--- src/sv/rlpd_pkg.sv ---
// Package for the RLP item decoder: result kinds, error codes, modes,
// decoder phases and the state and result structures.
// No dependencies.
package rlpd_pkg;

  localparam int LEN_BITS = 64;

  localparam logic [2:0] MODE_BYTES = 3'd0;
  localparam logic [2:0] MODE_U64   = 3'd1;
  localparam logic [2:0] MODE_U256  = 3'd2;
  localparam logic [2:0] MODE_ADDR  = 3'd3;
  localparam logic [2:0] MODE_LIST  = 3'd4;

  localparam logic [63:0] U64_MAX_BYTES  = 64'd8;
  localparam logic [63:0] U256_MAX_BYTES = 64'd32;
  localparam logic [63:0] ADDR_LEN       = 64'd20;
  localparam logic [63:0] LONG_MIN_LEN   = 64'd56;

  typedef enum logic [2:0] {
    KIND_NONE    = 3'd0,
    KIND_HDR     = 3'd1,
    KIND_PAYLOAD = 3'd2,
    KIND_INT     = 3'd3,
    KIND_ERR     = 3'd4
  } kind_t;

  typedef enum logic [2:0] {
    ERR_OK        = 3'd0,
    ERR_SHORT     = 3'd1,
    ERR_LZ        = 3'd2,
    ERR_NONCANON  = 3'd3,
    ERR_PREFIX    = 3'd4,
    ERR_OVERFLOW  = 3'd5
  } err_t;

  typedef enum logic [1:0] {
    PH_IDLE    = 2'd0,
    PH_LEN     = 2'd1,
    PH_PAYLOAD = 2'd2
  } phase_t;

  typedef struct packed {
    phase_t      phase;
    logic [2:0]  item_mode;
    logic [3:0]  len_bytes_left;
    logic [63:0] length_accum;
    logic [63:0] payload_left;
    logic [63:0] value_accum;
    logic        first_payload;
    logic        prefix_is_list;
  } dec_state_t;

  typedef struct packed {
    kind_t       kind;
    err_t        err;
    logic [63:0] plen;
    logic [63:0] value;
    logic        done;
  } dec_res_t;

endpackage

--- src/sv/rlpd_step.sv ---
// One decode step of the RLP item decoder: next state and result for one byte.
// Purely combinational; depends on rlpd_pkg.
module rlpd_step
  import rlpd_pkg::*;
(
  input  dec_state_t  st,
  input  logic [7:0]  in_byte,
  input  logic [63:0] bytes_after,
  input  logic [2:0]  mode,
  output dec_state_t  st_nxt,
  output dec_res_t    res
);

  function automatic dec_res_t mk(kind_t k, err_t e, logic [63:0] pl, logic [63:0] v,
                                  logic d);
    dec_res_t r;
    r.kind  = k;
    r.err   = e;
    r.plen  = pl;
    r.value = v;
    r.done  = d;
    return r;
  endfunction

  logic        hdr_go;
  logic [63:0] hdr_len;
  logic [63:0] acc_sh;
  logic [3:0]  lbl_dec;
  logic [63:0] pl_dec;
  logic [63:0] va_sh;
  logic [63:0] byte64;

  assign byte64  = {56'd0, in_byte};
  assign acc_sh  = {st.length_accum[55:0], in_byte};
  assign lbl_dec = st.len_bytes_left - 4'd1;
  assign pl_dec  = st.payload_left - 64'd1;
  assign va_sh   = {st.value_accum[55:0], in_byte};

  always_comb begin
    st_nxt  = st;
    res     = mk(KIND_NONE, ERR_OK, 64'd0, 64'd0, 1'b0);
    hdr_go  = 1'b0;
    hdr_len = 64'd0;
    unique case (st.phase)
      PH_LEN: begin
        if (st.length_accum == 64'd0 && in_byte == 8'd0) begin
          res = mk(KIND_ERR, ERR_LZ, 64'd0, 64'd0, 1'b1);
        end else if (st.length_accum[63:LEN_BITS-8] != '0) begin
          res = mk(KIND_ERR, ERR_OVERFLOW, 64'd0, 64'd0, 1'b1);
        end else begin
          st_nxt.length_accum   = acc_sh;
          st_nxt.len_bytes_left = lbl_dec;
          if (lbl_dec != 4'd0) begin
            res = mk(KIND_NONE, ERR_OK, 64'd0, 64'd0, 1'b0);
          end else if (acc_sh < LONG_MIN_LEN) begin
            res = mk(KIND_ERR, ERR_NONCANON, 64'd0, 64'd0, 1'b1);
          end else if (st.prefix_is_list) begin
            res = mk(KIND_HDR, ERR_OK, acc_sh, 64'd0, 1'b1);
          end else if (bytes_after < acc_sh) begin
            res = mk(KIND_ERR, ERR_SHORT, 64'd0, 64'd0, 1'b1);
          end else begin
            hdr_go  = 1'b1;
            hdr_len = acc_sh;
          end
        end
      end
      PH_PAYLOAD: begin
        if (st.first_payload && st.payload_left == 64'd1 && in_byte < 8'h80) begin
          res = mk(KIND_ERR, ERR_NONCANON, 64'd0, 64'd0, 1'b1);
        end else if (st.first_payload && st.item_mode == MODE_ADDR &&
                     st.payload_left != ADDR_LEN) begin
          res = mk(KIND_ERR, ERR_PREFIX, 64'd0, 64'd0, 1'b1);
        end else if (st.first_payload &&
                     (st.item_mode == MODE_U64 || st.item_mode == MODE_U256) &&
                     st.payload_left > 64'd1 && in_byte == 8'd0) begin
          res = mk(KIND_ERR, ERR_LZ, 64'd0, 64'd0, 1'b1);
        end else begin
          st_nxt.first_payload = 1'b0;
          st_nxt.payload_left  = pl_dec;
          if (st.item_mode == MODE_U64) begin
            st_nxt.value_accum = va_sh;
            if (pl_dec == 64'd0) begin
              res = mk(KIND_INT, ERR_OK, 64'd0, va_sh, 1'b1);
            end else begin
              res = mk(KIND_NONE, ERR_OK, 64'd0, 64'd0, 1'b0);
            end
          end else begin
            res = mk(KIND_PAYLOAD, ERR_OK, 64'd0, byte64, pl_dec == 64'd0);
          end
        end
      end
      default: begin
        st_nxt.phase          = PH_IDLE;
        st_nxt.item_mode      = mode;
        st_nxt.length_accum   = 64'd0;
        st_nxt.len_bytes_left = 4'd0;
        st_nxt.payload_left   = 64'd0;
        st_nxt.value_accum    = 64'd0;
        st_nxt.first_payload  = 1'b0;
        st_nxt.prefix_is_list = 1'b0;
        if (mode > MODE_LIST) begin
          res = mk(KIND_ERR, ERR_PREFIX, 64'd0, 64'd0, 1'b1);
        end else if (mode == MODE_LIST) begin
          if (in_byte < 8'hC0) begin
            res = mk(KIND_ERR, ERR_PREFIX, 64'd0, 64'd0, 1'b1);
          end else if (in_byte <= 8'hF7) begin
            res = mk(KIND_HDR, ERR_OK, {56'd0, in_byte - 8'hC0}, 64'd0, 1'b1);
          end else if (bytes_after < {56'd0, in_byte - 8'hF7}) begin
            res = mk(KIND_ERR, ERR_SHORT, 64'd0, 64'd0, 1'b1);
          end else begin
            st_nxt.prefix_is_list = 1'b1;
            st_nxt.len_bytes_left = 4'(in_byte - 8'hF7);
            st_nxt.phase          = PH_LEN;
          end
        end else if (in_byte >= 8'hC0) begin
          res = mk(KIND_ERR, ERR_PREFIX, 64'd0, 64'd0, 1'b1);
        end else if (in_byte < 8'h80) begin
          if (mode == MODE_ADDR) begin
            res = mk(KIND_ERR, ERR_PREFIX, 64'd0, 64'd0, 1'b1);
          end else if (mode == MODE_U64) begin
            res = mk(KIND_INT, ERR_OK, 64'd0, byte64, 1'b1);
          end else begin
            res = mk(KIND_PAYLOAD, ERR_OK, 64'd0, byte64, 1'b1);
          end
        end else if (in_byte <= 8'hB7) begin
          if (bytes_after < {56'd0, in_byte - 8'h80}) begin
            res = mk(KIND_ERR, ERR_SHORT, 64'd0, 64'd0, 1'b1);
          end else begin
            hdr_go  = 1'b1;
            hdr_len = {56'd0, in_byte - 8'h80};
          end
        end else if (bytes_after < {56'd0, in_byte - 8'hB7}) begin
          res = mk(KIND_ERR, ERR_SHORT, 64'd0, 64'd0, 1'b1);
        end else begin
          st_nxt.len_bytes_left = 4'(in_byte - 8'hB7);
          st_nxt.phase          = PH_LEN;
        end
      end
    endcase

    // A complete string header is checked against the expected item class.
    if (hdr_go) begin
      if (st_nxt.item_mode == MODE_U64 && hdr_len == 64'd0) begin
        res = mk(KIND_INT, ERR_OK, 64'd0, 64'd0, 1'b1);
      end else if (st_nxt.item_mode == MODE_U64 && hdr_len > U64_MAX_BYTES) begin
        res = mk(KIND_ERR, ERR_OVERFLOW, 64'd0, 64'd0, 1'b1);
      end else if (st_nxt.item_mode == MODE_U256 && hdr_len > U256_MAX_BYTES) begin
        res = mk(KIND_ERR, ERR_OVERFLOW, 64'd0, 64'd0, 1'b1);
      end else if (st_nxt.item_mode == MODE_ADDR && hdr_len != 64'd1 &&
                   hdr_len != ADDR_LEN) begin
        res = mk(KIND_ERR, ERR_PREFIX, 64'd0, 64'd0, 1'b1);
      end else if (hdr_len == 64'd0) begin
        res = mk(KIND_HDR, ERR_OK, 64'd0, 64'd0, 1'b1);
      end else begin
        st_nxt.phase         = PH_PAYLOAD;
        st_nxt.payload_left  = hdr_len;
        st_nxt.first_payload = 1'b1;
        st_nxt.value_accum   = 64'd0;
        if (st_nxt.item_mode == MODE_U64 ||
            (st_nxt.item_mode == MODE_ADDR && hdr_len == 64'd1)) begin
          res = mk(KIND_NONE, ERR_OK, 64'd0, 64'd0, 1'b0);
        end else begin
          res = mk(KIND_HDR, ERR_OK, hdr_len, 64'd0, 1'b0);
        end
      end
    end

    if (res.done) begin
      st_nxt.phase = PH_IDLE;
    end
  end

endmodule

--- src/sv/rlp_item_decoder.sv ---
// RLP item decoder top level: input register, one decode step, result register.
// Each accepted byte is registered, then its result is registered onto out_tvalid.
// One byte per cycle unless out_tready stalls; the input register frees as results load.
// Reset (rst_n low, synchronous) empties both registers and returns the decoder to idle.
// Depends on rlpd_pkg and rlpd_step.
module rlp_item_decoder
  import rlpd_pkg::*;
(
  input  logic         clk,
  input  logic         rst_n,
  input  logic         in_tvalid,
  output logic         in_tready,
  input  logic [71:0]  in_tdata,   // [7:0] in_byte, [71:8] bytes_after
  input  logic [2:0]   in_tuser,   // [2:0] mode
  output logic         out_tvalid,
  input  logic         out_tready,
  output logic [135:0] out_tdata,  // [2:0] error_code, [66:3] payload_length,
                                   // [130:67] value, [135:131] zero
  output logic [2:0]   out_tuser,  // [2:0] kind
  output logic         out_tlast   // item_done
);

  logic        s1_valid_r;
  logic [7:0]  s1_byte_r;
  logic [63:0] s1_after_r;
  logic [2:0]  s1_mode_r;
  dec_state_t  st_r;
  dec_state_t  st_nxt;
  dec_res_t    res_nxt;
  dec_res_t    res_r;
  logic        out_valid_r;
  logic        out_load;

  assign out_load  = s1_valid_r && (!out_valid_r || out_tready);
  assign in_tready = !s1_valid_r || out_load;

  rlpd_step u_step (
    .st          (st_r),
    .in_byte     (s1_byte_r),
    .bytes_after (s1_after_r),
    .mode        (s1_mode_r),
    .st_nxt      (st_nxt),
    .res         (res_nxt)
  );

  always_ff @(posedge clk) begin
    if (!rst_n) begin
      s1_valid_r  <= 1'b0;
      out_valid_r <= 1'b0;
      st_r        <= '0;
    end else begin
      if (in_tready) begin
        s1_valid_r <= in_tvalid;
      end
      if (out_load) begin
        out_valid_r <= 1'b1;
        st_r        <= st_nxt;
      end else if (out_tready) begin
        out_valid_r <= 1'b0;
      end
    end
  end

  always_ff @(posedge clk) begin
    if (in_tready && in_tvalid) begin
      s1_byte_r  <= in_tdata[7:0];
      s1_after_r <= in_tdata[71:8];
      s1_mode_r  <= in_tuser;
    end
    if (out_load) begin
      res_r <= res_nxt;
    end
  end

  assign out_tvalid = out_valid_r;
  assign out_tdata  = {5'd0, res_r.value, res_r.plen, res_r.err};
  assign out_tuser  = res_r.kind;
  assign out_tlast  = res_r.done;

endmodule

--- config.mk ---
export PLATFORM = sky130hd
export DESIGN_NAME = rlp_item_decoder
export DESIGN_NICKNAME = d
export VERILOG_FILES = /design/src/sv/rlpd_pkg.sv /design/src/sv/rlpd_step.sv /design/src/sv/rlp_item_decoder.sv
export SDC_FILE = /design/constraint.sdc
export NUM_CORES = 1
export LEC_CHECK = 0
export ABC_AREA = 0
export ABC_CLOCK_PERIOD_IN_PS = 6800
export BUFFER_PORTS_ARGS = -buffer_cell sky130_fd_sc_hd__buf_2
export CAP_MARGIN = 30
export CORE_UTILIZATION = 49
export CTS_CLUSTER_SIZE = 8
export DETAILED_ROUTE_END_ITERATION = 8
export GPL_ROUTABILITY_DRIVEN = 0
export PLACE_DENSITY = 0.79
export SLEW_MARGIN = 30
export SYNTH_ARGS = -nofsm -noshare
export SYNTH_HDL_FRONTEND = slang
export SYNTH_SLANG_ARGS = --single-unit
--- constraint.sdc ---
create_clock -name clk -period 6.8 [get_ports clk]
set_clock_uncertainty 0.05 [all_clocks]
set_input_delay 0.68 -clock clk [delete_from_list [all_inputs] [get_ports clk]]
set_output_delay 0.68 -clock clk [all_outputs]
set_load 0.005 [all_outputs]
== Word level (Yosys, flattened, before mapping) ==
Index checks and enable logic that the tools add are counted.

* RAM bits: 0
* Bits in latches: 0
* ROM bits: 0
* Register bits: 415
* Word-level logic and storage cells: 194
* Memories: 0
* Bits of input ports: 79
* Output and inout bits: 142

* Magnitude comparators: 14
* Reductions and logical operators: 32
* Equality and inequality tests: 18
* Divide/modulo/power cells: 0
* Add/subtract/negate cells: 6
* Shift operators: 0
* Multiplexer cells: 104
* Bitwise logic cells: 2
* $mul: 0

{| class="wikitable"
|+ Operators with widths
! kind !! count
|-
| $mux W135 || 27
|-
| $mux W129 || 9
|-
| $mux W64 || 12
|-
| $pmux W135 S2 || 1
|-
| $mux W133 || 2
|-
| $pmux W129 S2 || 1
|-
| $logic_not A64 Y1 || 3
|-
| $lt A64 B8 Y1 || 3
|-
| $mux W68 || 2
|-
| $pmux W68 S2 || 1
|-
| $mux W134 || 1
|-
| $eq A64 B1 Y1 const B || 2
|-
| $ne A64 B5 Y1 const B || 2
|-
| $pmux W64 S2 || 1
|-
| $gt A64 B1 Y1 const B || 1
|-
| $gt A64 B4 Y1 const B || 1
|-
| $gt A64 B6 Y1 const B || 1
|-
| $lt A64 B6 Y1 const B || 1
|-
| $lt A64 B64 Y1 || 1
|-
| $ne A64 B1 Y1 const B || 1
|-
| $sub A64 B1 Y64 const B || 1
|-
| $mux W4 || 9
|-
| $sub A8 B8 Y8 const B || 4
|-
| $mux W2 || 14
|-
| other kinds (26) || 75
|}

== Longest topological paths before layout ==
* Depth after elaboration: 20
* Gate-level depth with buffers: 18

== Modules after synthesis ==
From an unflattened synthesis, not the netlist that was laid out.

* Cells, all modules: 2,782
* Area total of the unflattened synthesis: 24,354.6 µm²

{| class="wikitable"
|+ By module, submodules not included
! module !! seq. area each (µm²) !! area each (µm²) !! cells an instance !! times used
|-
| rlp_item_decoder || 10,410.0 || 14,488.9 || 1,105 || 1
|-
| rlpd_step || 0.0 || 9,865.7 || 1,677 || 1
|}

== Worst setup path before layout ==
Ideal clock, no wire load.

* Path type: input to register
* Start point: in out_tready
* End point: reg st_r[201] in the netlist's numbering
* Data arrival time: 5.924 ns
* Stages on the path: 8
* Path slack: 0.711 ns
* Library setup time: 0.115 ns
* Cells stage by stage: nor2b_1 nand2b_1 inv_1 clkbuf_1 nand2_1 nand2_1 o21ai_0 and3_1

* Word-level cells in the longest chain between the ends: 2

{| class="wikitable"
|+ RTL lines
! what !! line !! RTL
|-
| start: declaration || rlp_item_decoder.sv:16 || <nowiki>input logic out_tready,</nowiki>
|-
| $logic_or A1 B1 Y1 || rlp_item_decoder.sv:34 || <nowiki>assign out_load = s1_valid_r && (!out_valid_r || out_tready);</nowiki>
|-
| $logic_and A1 B1 Y1 || rlp_item_decoder.sv:34 ||
|-
| named net out_load || rlp_item_decoder.sv:32 || <nowiki>logic out_load;</nowiki>
|-
| end signal: assignment || rlp_item_decoder.sv:57 || <nowiki>st_r <= st_nxt;</nowiki>
|-
| end: declaration || rlp_item_decoder.sv:27 || <nowiki>dec_state_t st_r;</nowiki>
|}

The timed path passes the listed nets, and every way through them passes these cells.
A chain may end at the register's enable or synchronous reset.

== Final worst setup path ==
* Start point: reg s1_byte_r[7]
* End point: reg st_r[19] in the netlist's numbering

* Word-level cells in the longest chain between the ends: 17
* Elaborated cells on any way between the ends: 57
* Those cells by class: add/sub: 1; order compare: 8; eq/ne: 2; mux: 36; reduce/logical: 10

{| class="wikitable"
|+ RTL lines
! what !! line !! RTL
|-
| start: declaration || rlp_item_decoder.sv:24 || <nowiki>logic [7:0] s1_byte_r;</nowiki>
|-
| start signal: assignment || rlp_item_decoder.sv:66 || <nowiki>s1_byte_r <= in_tdata[7:0];</nowiki>
|-
| parallel branches: the longest is 16 deep, another holds $lt A64 B8 Y1 || -- ||
|-
| $mux W129 * || rlpd_step.sv:142 || <nowiki>if (hdr_go) begin</nowiki>
|}

Mark *: on every way between the ends.

==> impl_metrics.json <==
{
  "setup_ws_ps": 884,
  "dr_wl_met2_mm": 26.9,
  "post-route-period-util": 0.870,
  "mappedNetlistArea_mm2": 0.0204,
  "core_mm2": 0.0409,
  "min_path_type": "input pin to flop",
  "hold_start": "in_tdata[15]",
  "ff2ff_path_depth": 13,
  "synth_edf_count": 210,
  "arrival_ps": 6390,
  "hpwl_mm": 40.5,
  "postRouteWirelength_mm": 60.5,
  "num_vias": 17800,
  "pre_cts_slack_ps": 1110,
  "r2r_end": "st_r[19]",
  "cp-start-kind": "flop",
  "end_kind": "flop",
  "highest_layer": "met4",
  "p_switching_mw": 1.34,
  "wl_met3_mm": 6.54,
  "ctsHoldBuffers": 0,
  "r2r-start": "s1_byte_r[7]",
  "synth_warnings": 0,
  "portBuffers": 215,
  "critPathTopFamily": "compound AO/OA/AOI/OAI gates",
  "holdWs_ps": 202,
  "crit_path_frequent_cell": "a2111oi_2",
  "grt_max_degree": 89,
  "numCtsBuffers": 56,
  "pwr-share-comb": 0.076,
  "clockPowerShare": 0.449,
  "rsz0062_at_grt": "false",
  "switching_share": 0.235,
  "die_h_um": 206,
  "num_rows": 74,
  "cp_slowest_stage_delay_ps": 820,
  "grt_first_pass_wirelength_mm": 92.7,
  "finalSetupViolations": 0,
  "cp.required_ps": 7270,
  "layout_common_cells": "buf_2, edfxtp_1, dfxtp_1",
  "met1Wirelength_mm": 24.0,
  "area_growth_pct": 14.7,
  "yosysUniqueCellTypes": 86,
  "cts.sinks": 407,
  "final-hold-violation-count": 0,
  "syn_inst": 2003,
  "leakagePower_nw": 8.58,
  "tns_ps": 0,
  "multi_input_area_mm2": 0.00919,
  "root_buffer": "clkbuf_16",
  "seq_power_share": 0.475,
  "viasPerCell": 6.50,
  "holdPathStages": 1,
  "detail_route.first_pass.iterations": 6,
  "ys_seq_area_frac": 0.503,
  "cpMaxStageDelayCell": "o311ai_1",
  "fin_nets": 2327,
  "gr-usage-all-layers": 0.281,
  "routedWlPerCell_um": 22.1,
  "max_freq_ghz": 0.169,
  "slew_headroom": 0.323,
  "drive_gt1_frac": 0.160,
  "worstMarginPinSlew_ps": 1000,
  "drt-initial-drc-count": 2348,
  "grt_pass1_vias": 16700,
  "synth_area_per_cell_um2": 10.2,
  "cp_num_buf_inv": 2,
  "nFillCells": 3410,
  "antenna_found_initial": 0,
  "final_util": 0.571,
  "ant_nets": 0,
  "path_cells": "clkinv_1 > ha_1 > nand4_1 > o311ai_1 > a2111oi_2 > o22a_1 > a2111oi_2 > a211oi_1 > o21bai_1 > o21ai_0 > a21boi_4 > buf_4 > a22o_1",
  "ios": 221,
  "cts_setup_buffers": 0,
  "dieArea_mm2": 0.0424,
  "rrSetupSlack_ps": 880,
  "synthFlopType": "edfxtp_1",
  "peakVddDrop_mv": 0.210,
  "ctsResizeCount": 0,
  "clk_latency_ps": 600,
  "die_w_um": 206,
  "maxSlewViolCount": 0,
  "maxCapViolCount": 0,
  "ys_ff_latch": 407,
  "cts_tree": "built",
  "htreeDepth": 2,
  "path_max_fanout": 34,
  "holdPathEnd": "s1_after_r[7]",
  "power.density_mw_per_mm2": 244,
  "internal-power_mw": 4.36,
  "grt-ovfl-total": 0,
  "mostFrequentLayoutCell": "buf_2",
  "clk_path_buf_depth": 3,
  "status": "complete, no violations",
  "start_util": 0.498,
  "clkSlewWorstSetupHoldPaths_ps": 50,
  "drc": 0,
  "min_period_ps": 5920,
  "seqCellArea_mm2": 0.0102,
  "synth-async-reset-ratio": 0,
  "crit_type": "flop to flop"
}
==> power groups by stage <==
| stage | clock network, mW | registers, mW | logic [mW] |
|---|---|---|---|
| 6_report | 2.56 | 2.71 | 0.434 |
| 3_3_place_gp | 0 | 2.75 | 0.405 |
| 4_1_cts | 2.59 | 2.71 | 0.423 |
| 5_1_grt | 2.70 | 2.71 | 0.474 |
| 2_1_floorplan | 0 | 2.75 | 0.271 |
| 3_5_place_dp | 0 | 2.75 | 0.420 |
==> how the worst max path moves through the flow <==
stage	start	end	slack, ps	depth (start not counted)
global placement	s1_byte_r[7]	st_r[51]	940	13
global route	s1_byte_r[7]	st_r[36]	630	13
floorplan	out_tready	st_r[201]	710	8
finish	s1_byte_r[7]	st_r[19]	880	13
CTS	s1_byte_r[3]	st_r[19]	1010	13
detailed placement	s1_byte_r[3]	st_r[19]	1110	13
==> state kept, by name, indices dropped and copies added (netlist names) <==
signal	count
out_tvalid	1
s1_byte_r	8
out_tuser	3
out_tdata	131
st_r	195
s1_valid_r	1
out_tlast	1
s1_mode_r	3
s1_after_r	64
==> logic make-up after synthesis <==
| logic type | count (synthesis) | share of synthesized area |
|---|---|---|
| fa+ha+maj | 87 | 0.0535 |
| other cells | 1 | 0.000184 |
| flops | 407 | 0.503 |
| buf+inv | 237 | 0.0506 |
| compound gates | 503 | 0.179 |
| simple gates | 742 | 0.201 |
| mux | 6 | 0.00301 |
| xor+xnor | 20 | 0.00860 |
==> per-layer routing <==
layer / vias to the layer above / global-route usage
met5: - / 0
met4: 0 / 0.142
met3: 227 / 0.0611
met2: 1131 / 0.434
met1: 8435 / 0.370
li1: 7958 / -
==> cell usage after synthesis, types with 68 or more instances <==
library cell  number  area (um2)
a21oi_1           89         445
a22oi_1           75         563
clkbuf_1          91         342
dfxtp_1          197        3940
edfxtp_1         210        6310
ha_1              87        1090
inv_1             87         327
nand2_1           98         368
nor2_1           160         601
nor2b_1           68         425
nor4_1            79         494
o21ai_0           82         410
==> stage by stage <==
step                      total power [mW]  cell area, um2  cells
after global routing                  5.88           23300   2732
final                                 5.70           23300   2733
after detailed placement              3.17           21700   2634
after global placement                3.16           21700   2634
after floorplan                       3.02           20400   2007
after CTS                             5.72           23300   2731
==> cell type report <==
cell class / instances / area share
flip-flops and latches: 407 / 0.439
multi-input cells: 1363 / 0.394
clock buffers: 96 / 0.0674
repair buffers: 243 / 0.0559
well taps: 532 / 0.0285
inverters: 90 / 0.0147
clock inverters: 1 / 0.000857
diodes: 1 / 0.000107
Power figures use the tool's default switching activity.
